**config.mk**
```make
export PLATFORM = sky130hd
export DESIGN_NAME = sgnq_ffs
export DESIGN_NICKNAME = d
export VERILOG_FILES = /design/src/rtl/sgnq_pkg.sv /design/src/rtl/sgnq_ffs.sv
export SDC_FILE = /design/constraint.sdc
export NUM_CORES = 1
export LEC_CHECK = 0
export ABC_CLOCK_PERIOD_IN_PS = 2500
export BUFFER_PORTS_ARGS = -buffer_cell sky130_fd_sc_hd__buf_2
export CAP_MARGIN = 20
export CORE_ASPECT_RATIO = 0.6
export CORE_MARGIN = 1
export CORE_UTILIZATION = 36
export DETAILED_ROUTE_END_ITERATION = 7
export PLACE_DENSITY = 0.8
export SLEW_MARGIN = 20
export SYNTH_ARGS = -nofsm -noshare
export SYNTH_HDL_FRONTEND = slang
export SYNTH_SLANG_ARGS = --single-unit
```
**constraint.sdc**
```tcl
create_clock -name vclk -period 2.5
set_input_delay 0.125 -clock vclk [all_inputs]
set_output_delay 0.125 -clock vclk [all_outputs]
set_load 0.1 [all_outputs]
```
**src/rtl/sgnq_pkg.sv**
```systemverilog
// ----------------------------------------------------------------------------
// sgnq_pkg
// Shared types and constants for the sector grid neighbor query unit.
// ----------------------------------------------------------------------------
package sgnq_pkg;

    localparam int COORD_W = 11;
    localparam int ID_W    = 6;

    typedef enum logic {
        OP_MOVE  = 1'b0,
        OP_QUERY = 1'b1
    } t_opcode;

    typedef struct packed {
        t_opcode             opcode;
        logic [ID_W-1:0]     mover_id;
        logic [COORD_W-1:0]  prev_x;
        logic [COORD_W-1:0]  prev_y;
        logic [COORD_W-1:0]  pos_x;
        logic [COORD_W-1:0]  pos_y;
    } t_in_word;

    typedef struct packed {
        logic [ID_W-1:0] neighbor_id;
        logic            found;
        logic            last;
    } t_out_word;

    // which coordinate a sector-map request carries
    typedef enum logic [1:0] {
        TAG_NX = 2'd0,
        TAG_NY = 2'd1,
        TAG_OX = 2'd2,
        TAG_OY = 2'd3
    } t_map_tag;

    typedef struct packed {
        logic               go;
        t_map_tag           tag;
        logic [COORD_W-1:0] coord;
    } t_map_req;

    typedef struct packed {
        logic     done;
        t_map_tag tag;
    } t_map_rsp;

endpackage

```
**src/rtl/sgnq_ffs.sv**
```systemverilog
// ----------------------------------------------------------------------------
// sgnq_ffs
// Find the lowest set bit of a membership word: first the lowest nonzero
// byte, then the lowest bit inside it.
// ----------------------------------------------------------------------------
module sgnq_ffs #(
    parameter int DATA_W = 64
) (
    input  logic [DATA_W-1:0]          i_word,
    output logic                       o_any,
    output logic [sgnq_pkg::ID_W-1:0]  o_idx
);
    import sgnq_pkg::*;

    localparam int NGRP = (DATA_W + 7) / 8;
    localparam int PADW = NGRP * 8;

    logic [PADW-1:0] w_pad;
    logic [NGRP-1:0] w_grp_any;
    logic [2:0]      w_grp;
    logic [7:0]      w_byte;
    logic [2:0]      w_bit;

    assign w_pad = PADW'(i_word);

    always_comb begin
        for (int g = 0; g < NGRP; g++) begin
            w_grp_any[g] = |w_pad[g*8 +: 8];
        end
    end

    always_comb begin
        w_grp = 3'd0;
        for (int g = NGRP - 1; g >= 0; g--) begin
            if (w_grp_any[g]) begin
                w_grp = 3'(g);
            end
        end
    end

    assign w_byte = w_pad[w_grp*8 +: 8];

    always_comb begin
        w_bit = 3'd0;
        for (int b = 7; b >= 0; b--) begin
            if (w_byte[b]) begin
                w_bit = 3'(b);
            end
        end
    end

    assign o_any = |w_grp_any;
    assign o_idx = {w_grp, w_bit};

endmodule

```
==> metrics.txt, run 1 <==
Cell Area, Placed 1844 um2; chip height 38.22 um; Ys Warns 0; Stop Error [ERROR DPL-0038] Utilization greater than 100%, impossible to legalize; io pins 71; Mapped Area 787.0 um2; Failed at clock tree synthesis; post-DP HPWL 4376 um; Setup Buffers After CTS 6; GP Congestion 0.9522; Initial Utilization 0.4032; sequential-to-total area share from yosys stat 0; Mapped Cells 116; I/O Buffers 71; Synth top area share 0.1145; CTS resizes 15; Area contributors post-synth a21oi_1, nor4_1, nand2_1; Synth area leader a21oi_1; outcome aborted with a tool error; die width 62.36 um; commonest cells in the netlist a21oi_1, nand2_1, nor4_1, nor2_1; Avg Inst Size Synth 6.785 um2; Syn Nets 180; row count 12; Yosys cell types 43; Hold Buf Count CTS 0; top-count cell post-synth a21oi_1
## through the flow
step / TNS, ps / setup WS [ps] / cells / hold slack (ps)
2_1_floorplan: -1165 / -559.0 / 116 / 481.5
3_3_place_gp: -1583 / -557.4 / 275 / 816.4
3_5_place_dp: -1875 / -700.3 / 275 / 832.1
## logic make-up after synthesis
kind of cell           after synthesis  synth area share
and+or+nand+nor                     58            0.4468
AOI/OAI and AO/OA                   50            0.4817
buffers and inverters                6           0.04451
muxes                                2           0.02703
==> run 2, diff against run 1 <==
==> config.mk (replaced) <==
export PLATFORM = sky130hd
export DESIGN_NAME = sgnq_ffs
export DESIGN_NICKNAME = d
export VERILOG_FILES = /design/src/rtl/sgnq_pkg.sv /design/src/rtl/sgnq_ffs.sv
export SDC_FILE = /design/constraint.sdc
export NUM_CORES = 1
export LEC_CHECK = 0
export ABC_CLOCK_PERIOD_IN_PS = 3250
export BUFFER_PORTS_ARGS = -buffer_cell sky130_fd_sc_hd__buf_2
export CAP_MARGIN = 20
export CORE_AREA = 2 2 63 65
export DETAILED_ROUTE_END_ITERATION = 7
export DIE_AREA = 0 0 65 67
export PLACE_DENSITY_LB_ADDON = 0.15
export SLEW_MARGIN = 20
export SYNTH_ARGS = -nofsm -noshare
export SYNTH_HDL_FRONTEND = slang
export SYNTH_SLANG_ARGS = --single-unit
==> constraint.sdc (replaced) <==
create_clock -name vclk -period 3.25
set_input_delay 0.1625 -clock vclk [all_inputs]
set_output_delay 0.1625 -clock vclk [all_outputs]
set_load 0.1 [all_outputs]
==> run 2 against run 1 <==
Net effect: synthesized cell count is the same; the run now ends clean; area after synthesis is the same.
==> metrics.txt, run 2 <==
worst path arrival time 2980 ps; routed wire length 3807 um; GP Congestion 0.8734 (was 0.9522); min cycle time layout 3146 ps; Tot GR Track Use 0.1780; Syn Nets 180 (unchanged); commonest cells in the netlist a21oi_1, nand2_1, nor4_1, nor2_1 (unchanged); outcome finished, final reports clean (was aborted with a tool error); Synth top area share 0.1145 (unchanged); Avg Inst Size Synth 6.785 um2 (unchanged); sequential-to-total area share from yosys stat 0 (unchanged); Max Clk Rate 317.9 MHz; Max-slew headroom 0.6794; largest family of logic cells by synthesized area compound AO/OA/AOI/OAI gates (unchanged); Mapped Area 787.0 um2 (unchanged); Hold Buf Count CTS 0 (unchanged); commonest non-fill, non-tap cell in the layout buf_2; FILL cells 419; post-layout net count 276; Ys Warns 0 (unchanged); Initial Utilization 0.2183 (was 0.4032); mux share of post-synthesis cell area 0.02703 (unchanged); Worst-Margin Slew 484.3 ps; layout cells sized above 1 0.5571; Critical Path Sink Type output port; ANT nets after route 0; initial DRC count 86; Leakage 0.6561 nW; P per Cell Area 84.38 nW/um2; Post-Synth Adder-Cell Area 0 (unchanged); peak fanout along the critical path 16; Mapped Cells 116 (unchanged); Finished Layout Cells 258; Post-Synth Simple-Gate Area 0.4467 (unchanged); multi-input logic area 789.5 um2; top-count cell post-synth a21oi_1 (unchanged); Synth Area in Compound Gates 0.4817 (unchanged); sequential cells 0; CLK BUF 0; routed len/inst 14.76 um; Slowest-stage cell, CP or4_4; DR DRC count 0; via count of the first global-routing pass 1364; crit-path cells buf_2 -> or4_4 -> nor4_4 -> a211oi_4 -> buf_12 -> a21o_1 -> a221o_1 -> a221oi_2 -> a21oi_1 -> o211a_1 -> o21a_2 -> buf_6; chip height 67 um (was 38.22 um); Req. time, crit path 3090 ps; DR vias/cell 5.384; io pins 71 (unchanged); I/O Buffers 71 (unchanged); die width 65 um (was 62.36 um); peak supply drop 0.03062 mV; Post-Synth XOR/XNOR Area 0 (unchanged); grt ovf 0; Critical Path Max Stage Delay 570 ps; Hold Path Class in -> out; Finish-stage setup viols 0; CORE AREA 3606 um2; FF+latch area 0 um2; initial antenna violation count 0; first-pass GRT wire length 6258 um; row count 22 (was 12); CP Launch Type input port; Hold Fails Final Rpt 0; Final Max Tran Viols 0; largest net degree at the start of global routing 17; unrepaired setup endpoints after global routing false; Layout area overhead 86.49%; Pre-antenna DRT Iters 4; most frequent cells in the layout buf_2, buf_4, a21oi_1; die area 4355 um2; Placed Cells 255 (was 275); Yosys cell types 43 (unchanged); diode count 0; Final Cycle Share 0.9679; Synth area leader a21oi_1 (unchanged); Area contributors post-synth a21oi_1, nor4_1, nand2_1 (unchanged); WS Path Type in -> out; vias 1389; WHS 833.4 ps; post-DP HPWL 3414 um (was 4376 um); max_cap viols 0
[run 2: path summary, 6_finish.rpt]
path	from	end	slack (ps)	depth (start not counted)
setup / recovery	i_word[33]	o_idx[0]	100	12
hold / removal	i_word[1]	o_idx[2]	830	5
[run 2: through the flow]
step           worst slack (ps)  power (mW)  TNS, ps  instance area, um2    util
5_1_grt                   7.944      0.1344        0                1468  0.4070
3_3_place_gp              60.03      0.1191        0                1418  0.3931
4_1_cts                   16.74      0.1211        0                1418  0.3931
2_1_floorplan            -149.4     0.04671   -276.5               810.8       -
6_report                  104.3      0.1238        0                1468  0.4070
3_5_place_dp              25.89      0.1205        0                1418  0.3931
[run 2: critical path: cells and delay by family]
kind | cells | cell delay (ps)
AND/OR/NAND/NOR | 2 | 940
buffers and inverters | 3 | 460
AO/OA/AOI/OAI | 7 | 1430
[run 2: kinds of logic after synthesis]
| kind of cell | Yosys count |
|---|---|
| AND/OR/NAND/NOR | 58 |
| AO/OA/AOI/OAI | 50 |
| buffers and inverters | 6 |
| multiplexers | 2 |
[run 2: layout make-up]
type	instances	area share
inverter	3	0.01279
multi-input combinational	110	0.5379
tap	48	0.04092
timing repair buffer	97	0.4084
[run 2: layer usage]
layer	routed length [um]	GRT usage	vias up
met5	0	0	-
met4	25	0.01862	0
met3	262	0.006757	4
met2	1767	0.3131	61
met1	1752	0.2472	642
li1	-	-	682
[run 2: power breakdown]
part | leakage (nW) | internal [mW] | switching, mW
clock | 0 | 0 | 0
sequential | 0 | 0 | 0
combinational | 0.656 | 0.0586 | 0.0653
total | 0.656 | 0.0586 | 0.0653
[run 2: repair_timing]
| item | 4_1_cts | 5_1_grt |
|---|---|---|
| resized for setup | 0 | 6 |
| setup buffers | 0 | 3 |
| setup endpoints to repair | 0 | 2 |
Note: power is estimated with default switching activity, not from simulation.
==> run 3, diff against run 2 <==
--- a/config.mk
+++ b/config.mk
@@ -7,12 +7,12 @@
 export LEC_CHECK = 0
 export ABC_CLOCK_PERIOD_IN_PS = 3250
 export BUFFER_PORTS_ARGS = -buffer_cell sky130_fd_sc_hd__buf_2
-export CAP_MARGIN = 20
+export CAP_MARGIN = 30
 export CORE_AREA = 2 2 63 65
 export DETAILED_ROUTE_END_ITERATION = 7
 export DIE_AREA = 0 0 65 67
 export PLACE_DENSITY_LB_ADDON = 0.15
-export SLEW_MARGIN = 20
+export SETUP_SLACK_MARGIN = 0.15
 export SYNTH_ARGS = -nofsm -noshare
 export SYNTH_HDL_FRONTEND = slang
 export SYNTH_SLANG_ARGS = --single-unit
==> run 3 against run 2 <==
Net effect: utilization rose by 4.5 points; flip-flop and latch count unchanged; via count about the same; total power is 14% higher; worst setup slack improved by 30 ps; routed wire length is 9.6% higher; non-clock buffer count is 8 lower; critical path depth unchanged; sequential share of layout area unchanged; final area increased by 11%; clock-buffer cell count unchanged; largest cell class unchanged.
==> metrics.txt, run 3 (same netlist as run 2, synthesis figures left out) <==
sequential power share 0 (about the same); most frequent cells in the layout buf_2, a21oi_1, nand2_1, buf_4, nor4_2 (was buf_2, buf_4, a21oi_1); diode count 0 (unchanged); sequential cells 0 (unchanged); min cycle time layout 3116 ps (was 3146 ps); routed len/inst 16.69 um (was 14.76 um); layout cells sized above 1 0.6337 (was 0.5571); Hold Fails Final Rpt 0 (unchanged); FF+latch area 0 um2 (unchanged); GP Congestion 0.9022 (was 0.8734); Setup TNS 0 ps (unchanged); initial antenna violation count 0 (unchanged); peak fanout along the critical path 5 (was 16); Critical Path Sink Type output port (unchanged); Finished Layout Cells 250 (was 258); power share of the combinational group 1.000 (about the same); WS Path Type in -> out (unchanged); Initial Utilization 0.2183 (unchanged); Hold Buf Count CTS 0 (unchanged); Final Max Tran Viols 0 (unchanged); post-layout net count 268 (was 276); Pre-antenna DRT Iters 4 (unchanged); I/O Buffers 71 (unchanged); max_cap viols 0 (unchanged); Leakage 0.6524 nW (was 0.6561 nW); die area 4355 um2 (unchanged); peak supply drop 0.03848 mV (was 0.03062 mV); chip height 67 um (unchanged); initial DRC count 52 (was 86); Final Cycle Share 0.9586 (was 0.9679); largest net degree at the start of global routing 13 (was 17); Clock power frac 0 (about the same); commonest non-fill, non-tap cell in the layout buf_2 (unchanged); Layout area overhead 107.3% (was 86.49%); Tot GR Track Use 0.1845 (was 0.1780); outcome finished, final reports clean (unchanged); post-DP HPWL 3456 um (was 3414 um); first-pass GRT wire length 6382 um (was 6258 um); Cell Area, Placed 1403 um2 (was 1418 um2); P per Cell Area 86.20 nW/um2 (was 84.38 nW/um2); Design Area, Final 1632 um2 (was 1468 um2); routed wire length 4173 um (was 3807 um); Hold Path Class in -> out (unchanged); Switching Share 0.5461 (was 0.5270); via count of the first global-routing pass 1380 (was 1364); Finish-stage setup viols 0 (unchanged); FILL cells 376 (was 419); row count 22 (unchanged); Psw 76.80 uW (was 65.26 uW); Max-slew headroom 0.6778 (was 0.6794); worst path arrival time 2950 ps (was 2980 ps); unrepaired setup endpoints after global routing true (was false); CLK BUF 0 (unchanged); Worst-Margin Slew 486.7 ps (was 484.3 ps); DR vias/cell 5.560 (was 5.384); grt ovf 0 (unchanged); Max Clk Rate 321.0 MHz (was 317.9 MHz); Req. time, crit path 3090 ps (about the same); DR DRC count 0 (unchanged); Placed Cells 241 (was 255); CORE AREA 3606 um2 (unchanged); CP Launch Type input port (unchanged); die width 65 um (unchanged); WHS 841.0 ps (was 833.4 ps); ANT nets after route 0 (unchanged); Internal 63.84 uW (was 58.58 uW); io pins 71 (unchanged); vias 1390 (was 1389)
run 3: cell count changes in the layout (fill, tap and decap cells not counted), sizes merged:
cell,previous run,this run
buf,97,87
clkinvlp,2,1
inv,1,2
bufbuf,0,1
clkbuf,0,1
run 3: worst paths after layout:
| check | startpoint | slack [ps] | depth (start not counted) | end |
|---|---|---|---|---|
| setup / recovery | i_word[34] | 130 | 12 | o_idx[0] |
| hold / removal | i_word[33] | 840 | 5 | o_idx[2] |
run 3: worst max-delay path, cell delays in order:
cell	delay [ps]
buf_6	90
or4_4	550
nor4_4	350
a211oi_4	150
buf_12	160
a21o_1	150
a221o_1	310
a221oi_2	280
a21oi_1	120
o211a_1	240
o21a_2	220
buf_12	160
run 3: layout make-up:
cell class,count,area [um2],share of cell area
well taps,48,60.06,0.03681
multi-input cells,110,943.4,0.5782
repair buffers,89,610.6,0.3742
inverters,3,17.52,0.01074
run 3: metrics by stage:
| step | setup slack (ps) | utilization | power (mW) |
|---|---|---|---|
| floorplan | 110.3 | - | 0.04981 |
| global placement | 177.1 | 0.3890 | 0.1264 |
| detailed placement | 97.06 | 0.3890 | 0.1271 |
| CTS | 115.3 | 0.4022 | 0.1279 |
| global route | 48.30 | 0.4525 | 0.1508 |
| finish | 134.5 | 0.4525 | 0.1406 |
run 3: what timing repair did:
action	in CTS	in global routing
cloned	1	1
resized for setup	0	21
setup endpoints to repair	2	3
pin swaps	7	19
buffers inserted	2	5
run 3: power groups by stage:
stage	logic, mW	registers (mW)	clock network (mW)
floorplan	0.0498	0	0
global placement	0.126	0	0
CTS	0.128	0	0
finish	0.141	0	0
global route	0.151	0	0
detailed placement	0.127	0	0
run 3: routing by layer:
metal,routed length [um],track usage,vias up
met5,0,0,-
met4,59,0.01862,0
met3,330,0.008446,6
met2,2016,0.3454,71
met1,1767,0.2397,646
li1,-,-,667
